### src/hw/rtl/ccc_pkg.sv
`default_nettype none

package ccc_pkg;

  localparam int unsigned CoordW  = 24;
  localparam int unsigned RadiusW = 22;
  localparam int unsigned DeltaW  = 25;
  localparam int unsigned RsumW   = 23;
  localparam int unsigned NormW   = 16;
  localparam int unsigned DepthW  = 23;
  localparam int unsigned SqrtW   = 31;
  localparam int unsigned RemW    = 33;
  localparam int unsigned RadW    = 62;
  localparam int unsigned QuotW   = 15;
  localparam int unsigned NumW    = 48;
  localparam int unsigned DenW    = 32;

  typedef struct packed {
    logic signed [CoordW-1:0] ax;
    logic signed [CoordW-1:0] ay;
    logic signed [CoordW-1:0] bx;
    logic signed [CoordW-1:0] by;
    logic [RadiusW-1:0]       ra;
    logic [RadiusW-1:0]       rb;
    logic signed [DeltaW-1:0] dx;
    logic signed [DeltaW-1:0] dy;
    logic [RsumW-1:0]         rsum;
    logic                     coll;
    logic                     zero;
  } ccc_geo_t;

  typedef struct packed {
    ccc_geo_t          geo;
    logic [RadW-1:0]   v;
    logic [RemW-1:0]   rem;
    logic [SqrtW-1:0]  root;
  } ccc_sqrt_t;

  typedef struct packed {
    ccc_geo_t          geo;
    logic [DepthW-1:0] depth;
    logic [NumW-1:0]   nrx;
    logic [NumW-1:0]   nry;
    logic [DenW-1:0]   den;
    logic [QuotW-1:0]  qx;
    logic [QuotW-1:0]  qy;
  } ccc_div_t;

endpackage

`default_nettype wire

### src/hw/rtl/ccc_div_step.sv
`default_nettype none

module ccc_div_step
  import ccc_pkg::*;
#(
  parameter int unsigned Step = 0
) (
  input  wire logic     clk_i,
  input  wire logic     rst_ni,
  input  wire logic     en_i,
  input  wire logic     valid_i,
  input  wire ccc_div_t data_i,
  output logic          valid_o,
  output ccc_div_t      data_o
);

  logic     valid_q;
  ccc_div_t data_d, data_q;
  logic [NumW-1:0] dsh;

  always_comb begin
    data_d = data_i;
    dsh    = {{(NumW-DenW){1'b0}}, data_i.den} << Step;
    if (data_i.nrx >= dsh) begin
      data_d.nrx      = data_i.nrx - dsh;
      data_d.qx[Step] = 1'b1;
    end
    if (data_i.nry >= dsh) begin
      data_d.nry      = data_i.nry - dsh;
      data_d.qy[Step] = 1'b1;
    end
  end

  always_ff @(posedge clk_i or negedge rst_ni) begin
    if (!rst_ni) begin
      valid_q <= 1'b0;
    end else if (en_i) begin
      valid_q <= valid_i;
    end
  end

  always_ff @(posedge clk_i) begin
    if (en_i) begin
      data_q <= data_d;
    end
  end

  assign valid_o = valid_q;
  assign data_o  = data_q;

endmodule

`default_nettype wire

### config.mk
export PLATFORM = sky130hd
export DESIGN_NAME = ccc_div_step
export DESIGN_NICKNAME = d
export VERILOG_FILES = /design/src/hw/rtl/ccc_pkg.sv /design/src/hw/rtl/ccc_div_step.sv
export SDC_FILE = /design/constraint.sdc
export NUM_CORES = 1
export LEC_CHECK = 0
export BUFFER_PORTS_ARGS = -buffer_cell sky130_fd_sc_hd__buf_2
export CORE_AREA = 2 2 307 309
export CTS_BUF_LIST = sky130_fd_sc_hd__clkbuf_8
export DETAILED_ROUTE_END_ITERATION = 7
export DIE_AREA = 0 0 309 311
export GPL_TIMING_DRIVEN = 0
export HOLD_SLACK_MARGIN = 0.02
export PLACE_DENSITY = 0.49
export SLEW_MARGIN = 30
export SYNTH_ARGS = -nofsm -noshare
export SYNTH_HDL_FRONTEND = slang
export SYNTH_SLANG_ARGS = --single-unit
### constraint.sdc
create_clock -name clk_i -period 0.84 [get_ports clk_i]
set_input_delay 0.168 -clock clk_i [delete_from_list [all_inputs] [get_ports clk_i]]
set_output_delay 0.168 -clock clk_i [all_outputs]
set_load 0.02 [all_outputs]
==> impl_metrics.py <==
metrics = {
    "clock_network": {
        "clock-sinks": 397,
        "path_clk_slew_ns": 0.06,
        "cts-root-buf": "clkbuf_8",
        "cts_tree": "done",
        "cts.path.max_buffers": 3,
        "clk-insertion-delay-late_ns": 0.68,
        "htreeDepth": 3,
        "numCtsBuffers": 80,
    },
    "flow_run": {
        "maxCapViolations": 0,
    },
    "setup_path": {
        "reg2reg_from": "valid_o",
        "start_kind": "primary input",
        "crit_slowest_cell": "or4_4",
        "critical_path.max_fanout": 5,
        "cpPeakStageDelay_ns": 0.54,
        "crit_type": "primary input to flip-flop",
        "cp.arrival_ns": 2.81,
        "worstPathRequired_ns": 1.27,
        "path_cells": "buf_8 > or3_4 > or2_4 > or4_4 > or4_4 > a211oi_4 > nand2_4 > buf_12 > clkbuf_16 > nor2_4 > a21oi_2",
        "reg2reg_to": "valid_o",
        "rr_worst_depth": 1,
        "worst_setup_path_end_kind": "flip-flop",
        "r2r_setup_slack_ns": 0.09,
        "crit_top_cell": "or4_4",
    },
    "detailed_routing": {
        "drt_iter0_markers": 1015,
        "wire_per_inst_microns": 25.9,
        "num_vias": 16400,
        "dr.pass1.iters": 4,
        "routed_via_density": 4.17,
        "drtAntennaViolNets": 0,
        "drcViolationCount": 0,
        "wl_microns": 102000,
    },
    "finish": {
        "layout-drive-gt1-share_pct": 50.0,
        "final_cells": 3937,
        "syn_to_final_growth_pct": 96.3,
        "layout.nets": 3066,
    },
    "global_routing": {
        "grt_pass1_vias": 16400,
        "grt_pass1_wl_microns": 131000,
        "grt_max_degree": 84,
        "grt.total_usage_pct": 19.8,
        "antenna_found_initial": 41,
        "grt_overflow": 0,
    },
    "floorplanning": {
        "ioPinCount": 797,
        "die_h_microns": 311,
        "die_area_sq_mm": 0.0961,
        "initial_utilization_pct": 18.6,
        "fp.coreArea_sq_mm": 0.0928,
        "num_rows": 112,
        "die_w_microns": 309,
    },
    "yosys": {
        "synthDistinctLibCells": 65,
        "syn_inst": 1237,
        "syn_area_per_cell_sq_um": 13.9,
        "synth.cell_area_sq_mm": 0.0172,
        "synth_edf_count": 396,
        "syn_nets": 1703,
        "synth-seq-area-share_pct": 69.2,
        "yosysWarningCount": 0,
        "ys_async_sr_fraction_pct": 0.252,
        "ys_ff_latch": 397,
        "ys.flop_type": "edfxtp_1",
    },
    "timing": {
        "hold_slack_ns": -0.323,
        "final_max_slew_viol_count": 0,
        "period_minus_slack_ns": 2.38,
        "layout_setup_ws_ns": -1.54,
        "tightest_slew_ns": 0.875,
        "period_share_pct": 283,
        "fin_tns_setup_ns": -378.69,
        "setup_viol": 616,
        "fin_skew_ns": 0,
        "fmax_mhz": 421,
        "maxSlewHeadroom_pct": 41.5,
        "hold_viol": 47,
        "rsz0062_at_grt": "yes",
    },
    "placement": {
        "dp_slack_ns": -2.96,
        "port_buffers": 795,
        "globalplace.congestion": 0.842,
        "hpwl_microns": 78100,
        "dp.cells": 3292,
    },
    "pwr": {
        "p_leak_uw": 0.0136,
        "powerDensity_mw_per_mm2": 1840,
        "vdd_drop_max_v": 0.000959,
    },
    "hold_path": {
        "min_delay_path_depth": 1,
        "hold_path_class": "primary input to flip-flop",
        "holdCritStartpoint": "data_i[30]",
        "min_to": "data_o[30]",
    },
    "outcome": {
        "status": "finished with violations",
        "violations": "hold timing, setup timing",
    },
}
[per-layer routing]
layer / wire length (microns) / track usage (%) / share of wire, %
met4: 4720 / 7.55 / 4.6
met5: 241 / 0 / 0.24
met1: 36900 / 20.9 / 36
met3: 9210 / 7.33 / 9.0
met2: 51000 / 35.4 / 50
[where the power goes]
| group | switching [uW] | internal (uW) | leakage (uW) |
|---|---|---|---|
| clock network | 9680 | 11300 | 0.000917 |
| registers | 825 | 24100 | 0.00389 |
| logic | 8820 | 7600 | 0.00879 |
| total | 19300 | 43000 | 0.0136 |
[registers in the layout, summed over array words and instances, names as in the netlist]
register  flops
valid_o       1
data_o      396
[synthesized netlist by cell type, types with 3 or more instances]
cell,n,share of area [%]
a21o_1,22,0.96
nor3_1,18,0.52
o21a_1,8,0.35
a211oi_1,8,0.35
nand4_1,19,0.69
nor2b_1,8,0.29
o21ai_0,54,1.6
a2111oi_0,5,0.25
inv_1,48,1.0
o2111ai_1,5,0.25
buf_6,3,0.20
nand2_1,72,1.6
o211ai_1,5,0.22
a311oi_1,4,0.20
mux2_2,3,0.20
a31oi_1,7,0.25
o41ai_1,3,0.15
xor2_1,31,1.6
o31ai_1,7,0.31
nor2_1,103,2.2
ha_1,64,4.6
a2111oi_2,3,0.26
and3_1,8,0.29
or3_1,9,0.33
xnor2_1,56,2.8
nand2b_1,15,0.54
mux2_4,4,0.35
o21bai_1,9,0.39
a21oi_1,127,3.7
and2_1,7,0.25
and4_1,5,0.25
edfxtp_1,396,69
nor3b_1,4,0.17
nand4b_1,3,0.15
clkbuf_1,29,0.63
nor4_1,10,0.36
nand3_1,20,0.58
[area by class of cell]
class                   instances  area, sq um
inverters                      48          235
fillers                      9188        59000
flip-flops and latches        397        11900
multi-input cells             760         6900
repair buffers               1287        11100
plain buffers                  26          383
clock buffers                  82         1130
well taps                    1254         1570
diodes                         17         42.5
clock inverters                66          485
[kinds of logic (layout without fill, tap and decap cells)]
group	after synthesis	count (layout)	share of synthesized area, %
buffers and inverters	80	1509	1.87
xor gates and xnor gates	87	87	4.42
other	0	17	0
and+or+nand+nor	312	312	8.74
muxes	7	7	0.545
adders and majority gates	66	66	4.88
AOI/OAI and AO/OA	288	288	10.3
DFF	397	397	69.2
[worst max path at each step]
stage	startpoint	end	slack [ns]	cells after the start
after floorplan	data_i[152]	data_o[121]	-1.99	8
after global placement	en_i	valid_o	-7.53	2
after detailed placement	data_i[31]	data_o[155]	-2.96	11
after CTS	data_i[50]	data_o[103]	-1.44	12
after global routing	data_i[30]	data_o[153]	-1.57	12
final	data_i[152]	data_o[118]	-1.54	11
[critical path: cells and delay by family]
| family | cells | cell delay (ns) |
|---|---|---|
| buffers and inverters | 3 | 0.43 |
| and+or+nand+nor | 6 | 1.85 |
| AOI/OAI and AO/OA | 2 | 0.35 |
[through the flow]
step,utilization [%],cell area [sq um],power (uW)
CTS,32.4,30100,60200
detailed placement,25.3,23500,36200
global route,36.4,33800,64900
global placement,25.1,23300,36400
finish,36.4,33800,62300
floorplan,-,17700,30600
[layout by cell type (no fill, tap or decap), drive strengths merged, types with 7 or more instances in the layout]
cell / n
buf: 906
edfxtp: 396
dlygate4sd3: 390
a21oi: 127
nor2: 103
clkbuf: 99
inv: 76
nand2: 73
ha: 64
xnor2: 56
o21ai: 55
xor2: 31
clkinv: 25
a21o: 22
nand3: 20
nand4: 19
nor3: 18
diode: 17
nand2b: 15
nor4: 10
o21bai: 9
a211oi: 9
or3: 9
o21a: 8
and3: 8
a2111oi: 8
nor2b: 8
bufinv: 7
and2: 7
o31ai: 7
a31oi: 7
mux2: 7
[what timing repair did]
item                                    in CTS  in global routing
endpoints found under the hold margin      441                 68
pin swaps                                   47                 75
buffers inserted                            33                 57
cloned                                       2                  5
gates resized for setup                    236               1062
endpoints found under the setup margin     615                616
hold buffers                               380                 12
Note: power is estimated with default switching activity, not from simulation.
