`src/hw/rtl/ccc_pkg.sv`:
```
`default_nettype none

package ccc_pkg;

  localparam int unsigned CoordW  = 24;
  localparam int unsigned RadiusW = 22;
  localparam int unsigned DeltaW  = 25;
  localparam int unsigned RsumW   = 23;
  localparam int unsigned NormW   = 16;
  localparam int unsigned DepthW  = 23;
  localparam int unsigned SqrtW   = 31;
  localparam int unsigned RemW    = 33;
  localparam int unsigned RadW    = 62;
  localparam int unsigned QuotW   = 15;
  localparam int unsigned NumW    = 48;
  localparam int unsigned DenW    = 32;

  typedef struct packed {
    logic signed [CoordW-1:0] ax;
    logic signed [CoordW-1:0] ay;
    logic signed [CoordW-1:0] bx;
    logic signed [CoordW-1:0] by;
    logic [RadiusW-1:0]       ra;
    logic [RadiusW-1:0]       rb;
    logic signed [DeltaW-1:0] dx;
    logic signed [DeltaW-1:0] dy;
    logic [RsumW-1:0]         rsum;
    logic                     coll;
    logic                     zero;
  } ccc_geo_t;

  typedef struct packed {
    ccc_geo_t          geo;
    logic [RadW-1:0]   v;
    logic [RemW-1:0]   rem;
    logic [SqrtW-1:0]  root;
  } ccc_sqrt_t;

  typedef struct packed {
    ccc_geo_t          geo;
    logic [DepthW-1:0] depth;
    logic [NumW-1:0]   nrx;
    logic [NumW-1:0]   nry;
    logic [DenW-1:0]   den;
    logic [QuotW-1:0]  qx;
    logic [QuotW-1:0]  qy;
  } ccc_div_t;

endpackage

`default_nettype wire

```
`src/hw/rtl/ccc_sqrt_step.sv`:
```
`default_nettype none

module ccc_sqrt_step
  import ccc_pkg::*;
#(
  parameter int unsigned Step = 0
) (
  input  wire logic      clk_i,
  input  wire logic      rst_ni,
  input  wire logic      en_i,
  input  wire logic      valid_i,
  input  wire ccc_sqrt_t data_i,
  output logic           valid_o,
  output ccc_sqrt_t      data_o
);

  logic      valid_q;
  ccc_sqrt_t data_d, data_q;
  logic [RemW-1:0] rem_sh, trial;

  always_comb begin
    data_d = data_i;
    rem_sh = {data_i.rem[RemW-3:0], data_i.v[2*Step+1 -: 2]};
    trial  = {data_i.root, 2'b01};
    if (rem_sh >= trial) begin
      data_d.rem  = rem_sh - trial;
      data_d.root = {data_i.root[SqrtW-2:0], 1'b1};
    end else begin
      data_d.rem  = rem_sh;
      data_d.root = {data_i.root[SqrtW-2:0], 1'b0};
    end
  end

  always_ff @(posedge clk_i or negedge rst_ni) begin
    if (!rst_ni) begin
      valid_q <= 1'b0;
    end else if (en_i) begin
      valid_q <= valid_i;
    end
  end

  always_ff @(posedge clk_i) begin
    if (en_i) begin
      data_q <= data_d;
    end
  end

  assign valid_o = valid_q;
  assign data_o  = data_q;

endmodule

`default_nettype wire

```
`config.mk`:
```
export PLATFORM = sky130hd
export DESIGN_NAME = ccc_sqrt_step
export DESIGN_NICKNAME = d
export VERILOG_FILES = /design/src/hw/rtl/ccc_pkg.sv /design/src/hw/rtl/ccc_sqrt_step.sv
export SDC_FILE = /design/constraint.sdc
export NUM_CORES = 1
export LEC_CHECK = 0
export BUFFER_PORTS_ARGS = -buffer_cell sky130_fd_sc_hd__buf_4
export CAP_MARGIN = 30
export CORE_AREA = 3 3 267 269
export DETAILED_ROUTE_END_ITERATION = 8
export DIE_AREA = 0 0 270 272
export GPL_ROUTABILITY_DRIVEN = 1
export SYNTH_ARGS = -nofsm -noshare
export SYNTH_HDL_FRONTEND = slang
export SYNTH_SLANG_ARGS = --single-unit
export TNS_END_PERCENT = 1
```
`constraint.sdc`:
```
create_clock -name clk_i -period 1.05 [get_ports clk_i]
set_clock_uncertainty 0.1 [all_clocks]
set_input_delay 0.21 -clock clk_i [delete_from_list [all_inputs] [get_ports clk_i]]
set_output_delay 0.21 -clock clk_i [all_outputs]
set_load 0.05 [all_outputs]
```
==> summary.txt, run 1 <==
STA
-------------------------------------------------------------------------------------------------
Transition time at the pin with the least slew margin ..............................       436 ps
Final hold vios ....................................................................            0
Aggregate negative setup slack .....................................................   -168260 ps
Final setup violating endpoints ....................................................          376
Portion of the clock cycle consumed by the worst path in the final layout ..........         230%
RSZ-0062 raised after global routing ...............................................          yes
Min Tclk post-route ................................................................      2410 ps
Setup ws final .....................................................................     -1360 ps
Final number of max-transition violations ..........................................            0
Relative slew slack ................................................................        71.0%
Top achievable clock speed .........................................................    0.415 GHz

LOGIC SYNTHESIS
-------------------------------------------------------------------------------------------------
Register bit count reported by yosys ...............................................          342
Warning count from the yosys run ...................................................            0
Netlist area before placement ......................................................  12800 sq um
Most frequently used flop master after synthesis ...................................     edfxtp_1
Post-synthesis cell type with the largest combined area ............................     edfxtp_1
Number of synthesized flops with an enable pin .....................................          341
Share of synthesized registers carrying an async set or reset ......................       0.292%
Gate Count Post-Synth ..............................................................          686
Top-area cell type share of the netlist area .......................................        80.2%
Proportion of synthesized chip area in sequential cells ............................        80.4%
Syn Nets ...........................................................................         1064
Mean instance size in the synthesized netlist ......................................   18.6 sq um
Number of distinct library cell variants in the gate-level netlist after synthesis .           53
Leading post-synthesis cells by cell area .......................................... edfxtp_1 (80%), ha_1 (3.2%), mux2_4 (2.9%), xnor2_1 (1.4%), a21oi_1 (1.3%)

FINISH
-------------------------------------------------------------------------------------------------
Filler-free cell count of the finished design ......................................         2879
Highest-count cells in the layout ignoring fill and taps ........................... buf_4 (496), buf_6 (349), dlygate4sd3_1 (342), edfxtp_1 (341), clkbuf_16 (40)
Layout cell share with drive strength beyond 1 .....................................        51.1%
Net total in the final layout ......................................................         2295
Most common cell after layout, fill and taps aside .................................        buf_4
Filler Cells Inserted ..............................................................         6337
Layout overhead on the synthesized area ............................................         111%
Final design utilization ...........................................................        39.1%

GLOBAL ROUTING
-------------------------------------------------------------------------------------------------
Via count of the first global-routing pass .........................................        12536
Global-route wire length before repair .............................................     85600 um
Number of antenna violations at the first check in global routing ..................            3
Total GRT Usage ....................................................................        15.7%
Total congestion overflow after global routing .....................................            0
Largest net degree at the start of global routing ..................................           45

POWER
-------------------------------------------------------------------------------------------------
Switching power summed over all nets ...............................................      13.3 mW
Total power divided by cell area ................................................... 1620 nW/um^2
Sequential share of power ..........................................................        39.1%
Proportion of total power due to net switching .....................................        30.6%
Clock share of power ...............................................................        32.2%
Maximum vdd ir drop ................................................................     0.899 mV
Pint ...............................................................................      30.3 mW
Overall power after layout .........................................................      43.6 mW
Part of the total power dissipated in combinational logic ..........................        28.7%
Static leakage power ...............................................................      11.3 nW

WORST SETUP PATH
-------------------------------------------------------------------------------------------------
Sequence of cells on the critical path ............................................. buf_4 > inv_2 > ha_4 > buf_6 > nand4_1 > o31a_2 > o221ai_4 > a221oi_4 > o221ai_4 > buf_6 > buf_12 > mux2_4
Worst Path Max Fanout ..............................................................            8
Count of buffering cells on the critical path with inverters included ..............            5
Data required time of the critical path ............................................      1240 ps
Largest incremental delay on the critical path .....................................       420 ps
WS Path Type .......................................................................       in2reg
CP max-delay cell ..................................................................       o31a_2
Element type at the critical path start ............................................   input port
Worst path arrival time ............................................................      2600 ps
Delay-heaviest family, CP .......................................................... compound AO/OA/AOI/OAI gates
Critical Path End Type .............................................................     register

CLOCKING
-------------------------------------------------------------------------------------------------
Insertion delay to the later sink of the worst-skew pair ...........................       540 ps
CTS tree ...........................................................................          yes
Buffer cell driving the clock tree root ............................................    clkbuf_16
Number of H-tree levels ............................................................            2
Number of buffers added by the clock tree synthesis step ...........................           40
Number of buffers on the longest clock path ........................................            3
CTS clock-pin slew for the worst setup and hold paths ..............................        60 ps
Number of clock sinks ..............................................................          342

DRT
-------------------------------------------------------------------------------------------------
Violation count after the first detailed-route iteration ...........................          655
Number of iterations in the first detailed-routing pass ............................            5
Remaining routing DRC violations ...................................................            0
Number of vias in the routed layout ................................................        11205
Average detailed-routed wire length per instance ...................................      21.0 um
Vias per Instance ..................................................................         3.89
Final ANT Viol Nets ................................................................            0
Total wire length ..................................................................     60400 um

FLOORPLAN
-------------------------------------------------------------------------------------------------
Initial core utilization ...........................................................        18.6%
Rows ...............................................................................           96
I/O Pins ...........................................................................          687
Height of the die ..................................................................       272 um
Die Outline Area ...................................................................  73400 sq um
Chip Width .........................................................................       270 um
Placeable core region ..............................................................  68800 sq um

PLACEMENT
-------------------------------------------------------------------------------------------------
Number of cells after detailed placement ...........................................         2451
Port Buf Inserts ...................................................................          684
Gp weighted congestion .............................................................        0.969
Half-perimeter wire length after placement .........................................     44500 um

OUTCOME
-------------------------------------------------------------------------------------------------
Violated checks .................................................................... negative setup slack
Run status ......................................................................... finished with violations

FLOW RUN
-------------------------------------------------------------------------------------------------
Number of max-cap violations .......................................................            0

HOLD PATH
-------------------------------------------------------------------------------------------------
Class of the worst hold path .......................................................       in2reg

cell usage after synthesis (6+ instances only):
master	n
nor2_1	22
edfxtp_1	341
o21ai_0	14
xnor2_1	21
nor3_1	9
a21oi_1	34
mux2_2	6
nand4_1	8
inv_1	42
nand2_1	29
ha_1	33
clkbuf_1	10
o21a_1	7
and2_1	6
a21o_1	11
nand3_1	7
xor2_1	6
mux2_4	25
sequential cells by signal, indices dropped and copies added, names as in the netlist:
name	cells
data_o	341
valid_o	1
stage by stage:
stage                     hold WS (ps)  worst slack [ps]  cell area [sq um]
after floorplan                   -186             -1720              12900
after global placement            -114             -2050              20500
after detailed placement          -110             -2080              20500
after CTS                         -170             -1350              26700
after global routing              62.4             -1420              26900
final                             82.3             -1360              26900
power by group through the flow:
stage          Combinational (mW)  Sequential [mW]  Clock [mW]
2_1_floorplan                1.57             21.1           0
6_report                     12.5             17.0        14.0
4_1_cts                      12.4             17.0        14.5
3_5_place_dp                 10.4             17.0           0
3_3_place_gp                 10.3             17.0           0
5_1_grt                      13.0             17.1        15.1
what timing repair did:
item                                   CTS  global route
pin swaps                               15            11
gates cloned                             1             0
setup endpoints to repair              376           381
endpoints found under the hold margin  348             1
buffers inserted                         8             4
resized for setup                      378            19
hold buffers                           342             1
per-layer routing:
layer  track usage [%]  wire length, um  vias up
met5                 0               13        -
met2              27.6            30100      511
met3              5.70             4990      121
li1                  -                -     5111
met1              16.5            21600     5460
met4              8.36             3720        2
final cells by class:
class	instances	area (sq um)	area share (%)
antenna	2	5.00	0.0186
clock buffer	51	1060	3.95
clock inverter	20	239	0.889
inverter	42	170	0.633
multi-input combinational	288	2600	9.68
sequential	342	10300	38.2
tap	931	1160	4.33
timing repair buffer	1203	11400	42.3
path summary, 6_finish.rpt:
check	depth (start not counted)	end	slack, ps	startpoint
hold / removal	3	valid_o	80	en_i
setup / recovery	12	data_o[42]	-1360	data_i[10]
hold reg to reg	1	valid_o	450	valid_o
max in group asynchronous	3	valid_o	330	rst_ni
min in group asynchronous	3	valid_o	420	rst_ni
setup reg to reg	1	valid_o	180	valid_o
kinds of logic after synthesis:
family	synth area share [%]
compound gates	5.36
xor+xnor	1.85
fa+ha+maj	3.23
buf+inv	1.88
flops	80.4
mux	3.78
simple gates	3.51
Note: power is estimated with default switching activity, not from simulation.
==> run 2, diff against run 1 <==
Settings changed: REMOVE_ABC_BUFFERS set to 1.
==> summary.txt, run 2 (synthesized netlist as in run 1, its figures left out) <==
OUTCOME
----------------------------------------------------------------------------------------
Run status ................................................................ finished with violations
Violated checks ........................................................... negative setup slack

FLOORPLAN
----------------------------------------------------------------------------------------
Initial core utilization ..................................................        18.6%
Placeable core region .....................................................  68800 sq um
Rows ......................................................................           96
Chip Width ................................................................       270 um
Height of the die .........................................................       272 um
I/O Pins ..................................................................          687
Die Outline Area ..........................................................  73400 sq um

POWER
----------------------------------------------------------------------------------------
Part of the total power dissipated in combinational logic .................        29.1%
Pint ......................................................................      30.1 mW
Sequential share of power .................................................        39.0%
Switching power summed over all nets ......................................      13.6 mW
Maximum vdd ir drop .......................................................      1.29 mV
Clock share of power ......................................................        31.9%
Total power divided by cell area .......................................... 1610 nW/um^2
Static leakage power ......................................................      11.4 nW
Proportion of total power due to net switching ............................        31.1%

WORST SETUP PATH
----------------------------------------------------------------------------------------
Element type at the critical path start ...................................   input port
Delay-heaviest family, CP ................................................. compound AO/OA/AOI/OAI gates
Worst Path Max Fanout .....................................................            5
WS Path Type ..............................................................       in2reg
Critical Path End Type ....................................................     register
Sequence of cells on the critical path .................................... buf_6 > inv_2 > ha_4 > nand2_4 > o211ai_4 > a31oi_4 > o31a_4 > o221ai_4 > a221oi_4 > o221ai_4 > buf_6 > buf_6 > mux2_2
Largest incremental delay on the critical path ............................       330 ps
CP max-delay cell .........................................................       o31a_4
Data required time of the critical path ...................................      1240 ps
Most repeated library cell on the critical path ...........................        buf_6
Worst path arrival time ...................................................      2530 ps
Count of buffering cells on the critical path with inverters included .....            4

DRT
----------------------------------------------------------------------------------------
Final ANT Viol Nets .......................................................            0
Average detailed-routed wire length per instance ..........................      21.5 um
Total wire length .........................................................     62300 um
Number of vias in the routed layout .......................................        11297
Remaining routing DRC violations ..........................................            0
Violation count after the first detailed-route iteration ..................          626
Vias per Instance .........................................................         3.90
Number of iterations in the first detailed-routing pass ...................            7

STA
----------------------------------------------------------------------------------------
Transition time at the pin with the least slew margin .....................       392 ps
Relative slew slack .......................................................        73.2%
RSZ-0062 raised after global routing ......................................          yes
Hold Worst Slack ..........................................................      76.0 ps
Min Tclk post-route .......................................................      2340 ps
Top achievable clock speed ................................................    0.428 GHz
Setup ws final ............................................................     -1290 ps
Final number of max-transition violations .................................            0
Portion of the clock cycle consumed by the worst path in the final layout .         222%
Final setup violating endpoints ...........................................          376
Final hold vios ...........................................................            0

FINISH
----------------------------------------------------------------------------------------
Layout cell share with drive strength beyond 1 ............................        52.1%
Highest-count cells in the layout ignoring fill and taps .................. buf_4 (500), buf_6 (357), dlygate4sd3_1 (342), edfxtp_1 (341), clkbuf_16 (42)
Final design utilization ..................................................        39.4%
Layout overhead on the synthesized area ...................................         112%
Final Cell Area ...........................................................  27100 sq um
Filler-free cell count of the finished design .............................         2893
Max FFs per register ......................................................          341
Most common cell after layout, fill and taps aside ........................        buf_4
Net total in the final layout .............................................         2308

GLOBAL ROUTING
----------------------------------------------------------------------------------------
Largest net degree at the start of global routing .........................           36
Total congestion overflow after global routing ............................            0
Via count of the first global-routing pass ................................        12440
Total GRT Usage ...........................................................        16.2%
Global-route wire length before repair ....................................     87600 um
Number of antenna violations at the first check in global routing .........            8

CLOCKING
----------------------------------------------------------------------------------------
Number of buffers on the longest clock path ...............................            3
CTS tree ..................................................................          yes
Insertion delay to the later sink of the worst-skew pair ..................       550 ps
Number of H-tree levels ...................................................            2
CTS clock-pin slew for the worst setup and hold paths .....................        60 ps
Number of clock sinks .....................................................          342
Number of buffers added by the clock tree synthesis step ..................           41
Buffer cell driving the clock tree root ...................................    clkbuf_16

PLACEMENT
----------------------------------------------------------------------------------------
Setup slack at placement ..................................................     -2200 ps
Port Buf Inserts ..........................................................          684
Number of cells after detailed placement ..................................         2457
Half-perimeter wire length after placement ................................     46400 um
Gp weighted congestion ....................................................        0.958
Placed cell areas .........................................................  20400 sq um

FLOW RUN
----------------------------------------------------------------------------------------
Number of max-cap violations ..............................................            0

HOLD PATH
----------------------------------------------------------------------------------------
Class of the worst hold path ..............................................       in2reg

## run 2: changes by cell type in the layout (fill, tap and decap cells not counted), moves of 2 or more
cell,before,now
buf_8,5,3
bufinv_16,5,3
clkbuf_16,40,42
inv_4,0,4
buf_12,9,12
buf_6,349,357
clkbuf_8,2,0
o21a_1,7,5
buf_4,496,500
## run 2: worst min-delay path: stages
cell and delay (ps):
buf_8 90, buf_12 150, buf_4 150
## run 2: final cells by class
| class | instances | area, sq um |
|---|---|---|
| repair buffers | 1215 | 11500 |
| inverters | 42 | 168 |
| fillers | 6324 | 41700 |
| diodes | 3 | 7.51 |
| well taps | 931 | 1160 |
| flip-flops and latches | 342 | 10300 |
| clock buffers | 51 | 1080 |
| multi-input cells | 288 | 2710 |
| clock inverters | 21 | 213 |
## run 2: power by group through the flow
stage                     clock, mW  sequential, mW  combinational [mW]
after floorplan                   0            21.1                1.47
after global placement            0            17.1                10.3
after detailed placement          0            17.0                10.3
after CTS                      14.4            17.0                12.6
after global routing           15.0            17.2                13.2
final                          13.9            17.1                12.7
## run 2: timing repair
action / in CTS / in global routing
gates resized for setup: 403 / 55
cloned: 2 / 0
pin swaps: 18 / 27
hold endpoints to repair: 351 / 0
setup endpoints to repair: 376 / 588
buffers inserted: 9 / 11
hold buffers: 343 / 0
## run 2: worst paths after layout
check	endpoint	cells past startpoint	start	slack (ps)
min reg2reg	valid_o	1	valid_o	520
max reg2reg	valid_o	1	valid_o	130
max	data_o[63]	13	data_i[2]	-1290
max in group asynchronous	valid_o	3	rst_ni	310
min in group asynchronous	valid_o	3	rst_ni	420
min	data_o[12]	3	en_i	80
## run 2: layer usage
metal | routed length [um] | part of all wire [%] | track usage, % | vias to the layer above
met5 | 57 | 0.091 | 0 | -
met4 | 3620 | 5.8 | 8.15 | 8
met3 | 5050 | 8.1 | 5.33 | 116
met2 | 31500 | 51 | 28.9 | 508
met1 | 22100 | 35 | 17.1 | 5520
li1 | - | - | - | 5145
## run 2: metrics by stage
step	setup TNS (ps)	power, mW
after floorplan	-76010	22.6
after global placement	-99450	27.3
after detailed placement	-103410	27.4
after CTS	-247520	44.0
after global routing	-191240	45.3
final	-169510	43.7
==> run 3, diff against run 2 <==
Settings changed: ABC_AREA set to 1, CORE_AREA 3 3 267 269 to 4 4 266 268, SETUP_SLACK_MARGIN set to 0.05.
==> summary.txt, run 3 <==
OUTCOME
-------------------------------------------------------------------------------------------------
Run status ......................................................................... finished with violations
Violated checks .................................................................... negative setup slack

CLOCKING
-------------------------------------------------------------------------------------------------
Number of buffers on the longest clock path ........................................            3
Cts-stage hold buffer count ........................................................          343
Number of H-tree levels ............................................................            2
CTS tree ...........................................................................          yes
Number of buffers added by the clock tree synthesis step ...........................           41
CTS clock-pin slew for the worst setup and hold paths ..............................        60 ps
Number of clock sinks ..............................................................          342
Insertion delay to the later sink of the worst-skew pair ...........................       540 ps
Buffer cell driving the clock tree root ............................................    clkbuf_16

LOGIC SYNTHESIS
-------------------------------------------------------------------------------------------------
Most frequent cells after synthesis ................................................ edfxtp_1 (341), nand2_1 (296), inv_1 (165), nand3_1 (55), nor2_1 (36)
Netlist area before placement ......................................................  13600 sq um
Combinational family with the most area after synthesis ............................ simple AND/OR/NAND/NOR gates
Adder-Cell Fraction of Synth Area ..................................................        3.03%
Number of synthesized flops with an enable pin .....................................          341
Mean instance size in the synthesized netlist ......................................   13.2 sq um
Parity-gate share of the synthesized area counting xor and xnor cells ..............       0.901%
Gate Count Post-Synth ..............................................................         1032
Proportion of synthesized chip area in sequential cells ............................        75.4%
Most frequently used flop master after synthesis ...................................     edfxtp_1
Register bit count reported by yosys ...............................................          342
Post-synthesis cell type with the largest combined area ............................     edfxtp_1
Leading post-synthesis cells by cell area .......................................... edfxtp_1 (75%), nand2_1 (8.2%), inv_1 (4.5%), ha_1 (3.0%), nand3_1 (2.0%)
Top-area cell type share of the netlist area .......................................        75.2%
Warning count from the yosys run ...................................................            0
Cell with the most instances after synthesis .......................................     edfxtp_1
Number of distinct library cell variants in the gate-level netlist after synthesis .           32
Share of synthesized registers carrying an async set or reset ......................       0.292%
Mux share of post-synthesis cell area ..............................................      0.0827%
Post-synthesis share of cell area spent on and, or, nand and nor gates .............        14.6%
Area fraction in compound gates after synthesis ....................................       0.763%

GLOBAL ROUTING
-------------------------------------------------------------------------------------------------
Via count of the first global-routing pass .........................................        13948
Largest net degree at the start of global routing ..................................           30
Total GRT Usage ....................................................................        19.2%
Global-route wire length before repair .............................................    103000 um
Number of antenna violations at the first check in global routing ..................           15
Total congestion overflow after global routing .....................................            0

WORST SETUP PATH
-------------------------------------------------------------------------------------------------
Worst path arrival time ............................................................      1830 ps
Data required time of the critical path ............................................      1260 ps
Worst setup startpoint .............................................................    data_i[8]
Endpoint of the worst-slack reg-to-reg timing path .................................      valid_o
WS Path Type .......................................................................       in2reg
Sequence of cells on the critical path ............................................. buf_4 > inv_2 > ha_4 > nand2_2 > inv_1 > nand2_1 > nand2_1 > nand3b_1 > buf_4 > nand2_2 > nand3b_1 > nand3_2 > nand2_1
Element type at the critical path start ............................................   input port
Source of the worst register-to-register timing path ...............................      valid_o
CP max-delay cell ..................................................................     nand3b_1
Worst reg-to-reg setup slack .......................................................       180 ps
Largest incremental delay on the critical path .....................................       260 ps
Depth of the worst register-to-register path .......................................            1
Most repeated library cell on the critical path ....................................      nand2_1
Critical Path End Type .............................................................     register
Worst Path Max Fanout ..............................................................            4
Worst Setup EP .....................................................................   data_o[58]

STA
-------------------------------------------------------------------------------------------------
Transition time at the pin with the least slew margin ..............................       361 ps
Final hold vios ....................................................................            0
Setup ws final .....................................................................      -568 ps
Final number of max-transition violations ..........................................            0
Min Tclk post-route ................................................................      1620 ps
Hold Worst Slack ...................................................................      33.4 ps
Portion of the clock cycle consumed by the worst path in the final layout ..........         154%
Top achievable clock speed .........................................................    0.618 GHz
Relative slew slack ................................................................        75.9%
Final setup violating endpoints ....................................................          376
RSZ-0062 raised after global routing ...............................................          yes

HOLD PATH
-------------------------------------------------------------------------------------------------
Class of the worst hold path .......................................................       in2reg
Startpoint of the tightest hold check path .........................................         en_i

DRT
-------------------------------------------------------------------------------------------------
Final ANT Viol Nets ................................................................            0
Average detailed-routed wire length per instance ...................................      23.5 um
Violation count after the first detailed-route iteration ...........................          791
Total wire length ..................................................................     74900 um
Number of iterations in the first detailed-routing pass ............................            5
Vias per Instance ..................................................................         4.11
Number of vias in the routed layout ................................................        13094
Remaining routing DRC violations ...................................................            0

FINISH
-------------------------------------------------------------------------------------------------
Final design utilization ...........................................................        42.1%
Layout cell share with drive strength beyond 1 .....................................        51.0%
Highest-count cells in the layout ignoring fill and taps ........................... buf_4 (472), buf_6 (357), edfxtp_1 (341), dlygate4sd3_1 (341), nand2_1 (216)
Max FFs per register ...............................................................          341
Most common cell after layout, fill and taps aside .................................        buf_4
Net total in the final layout ......................................................         2647
Layout overhead on the synthesized area ............................................         111%

FLOORPLAN
-------------------------------------------------------------------------------------------------
I/O Pins ...........................................................................          687
Initial core utilization ...........................................................        19.9%
Die Outline Area ...................................................................  73400 sq um
Placeable core region ..............................................................  68300 sq um
Chip Width .........................................................................       270 um
Rows ...............................................................................           96
Height of the die ..................................................................       272 um

POWER
-------------------------------------------------------------------------------------------------
Clock share of power ...............................................................        33.0%
Pint ...............................................................................      31.0 mW
Part of the total power dissipated in combinational logic ..........................        29.6%
Overall power after layout .........................................................      45.6 mW
Total power divided by cell area ................................................... 1590 nW/um^2
Proportion of total power due to net switching .....................................        32.0%
Static leakage power ...............................................................      12.7 nW
Sequential share of power ..........................................................        37.4%
Maximum vdd ir drop ................................................................     0.929 mV
Switching power summed over all nets ...............................................      14.6 mW

PLACEMENT
-------------------------------------------------------------------------------------------------
Half-perimeter wire length after placement .........................................     56400 um
Gp weighted congestion .............................................................        0.953
Port Buf Inserts ...................................................................          684
Setup slack at placement ...........................................................     -1390 ps

FLOW RUN
-------------------------------------------------------------------------------------------------
Number of max-cap violations .......................................................            0

==> run 3: cell types whose count changed after synthesis, moves of 13 or more <==
cell / delta
nor2_1: +14
nand2_1: +267
xnor2_1: -20
o21ai_0: -13
nand3_1: +48
nand3_2: +16
inv_1: +123
mux2_4: -25
a21oi_1: -16
==> run 3: power groups by stage <==
| stage | Clock, mW | Sequential (mW) | Combinational (mW) |
|---|---|---|---|
| after floorplan | 0 | 21.1 | 1.45 |
| after global placement | 0 | 17.1 | 10.5 |
| after detailed placement | 0 | 17.1 | 10.5 |
| after CTS | 15.4 | 17.1 | 13.2 |
| after global routing | 16.1 | 17.2 | 14.0 |
| final | 15.1 | 17.1 | 13.5 |
==> run 3: logic make-up (layout without fill, tap and decap cells) <==
| kind of cell | count (synthesis) | in the layout |
|---|---|---|
| AND/OR/NAND/NOR | 446 | 447 |
| buffers and inverters | 176 | 1441 |
| flip-flops | 342 | 342 |
| adder cells (fa/ha/maj) | 33 | 33 |
| multiplexers | 1 | 1 |
| AO/OA/AOI/OAI | 20 | 20 |
| other | 0 | 6 |
| XOR/XNOR | 14 | 14 |
==> run 3: final cells by class <==
type | count | area, sq um
clock inverters | 24 | 325
fillers | 6300 | 39600
flip-flops and latches | 342 | 10300
clock buffers | 48 | 1070
repair buffers | 1202 | 11600
well taps | 882 | 1100
multi-input cells | 515 | 3690
inverters | 167 | 657
diodes | 6 | 15.0
==> run 3: repair_timing <==
item                                    4_1_cts  5_1_grt
cloned                                        6        3
endpoints found under the setup margin      376      565
resized for setup                           531      110
pin swaps                                    37       44
endpoints found under the hold margin       353        6
setup buffers                                24        7
==> run 3: how the worst min path moves through the flow <==
stage	slack, ps	endpoint	depth (start not counted)
CTS	-3	data_o[67]	2
finish	30	data_o[228]	2
floorplan	-190	valid_o	0
detailed placement	-110	valid_o	1
global route	-4	data_o[67]	2
global placement	-110	valid_o	1
==> run 3: routing by layer <==
metal	up-vias	wire [um]	track usage (%)
met1	6422	28000	21.5
met5	-	77	0
met3	118	5900	6.23
met4	12	2950	6.46
met2	581	38000	34.5
li1	5961	-	-
==> run 3: through the flow <==
step	instances	setup TNS [ps]	cell area, sq um
3_5_place_dp	2726	-81900	21000
6_report	3186	-146580	28800
4_1_cts	3171	-197080	28300
3_3_place_gp	2726	-77900	21000
2_1_floorplan	1023	-40700	13500
5_1_grt	3183	-166650	28700
==> run 3: worst max-delay path: cells and delay by family <==
kind	cells	cell delay, ps
AND/OR/NAND/NOR	8	950
adder cells (fa/ha/maj)	1	220
buffers and inverters	4	440
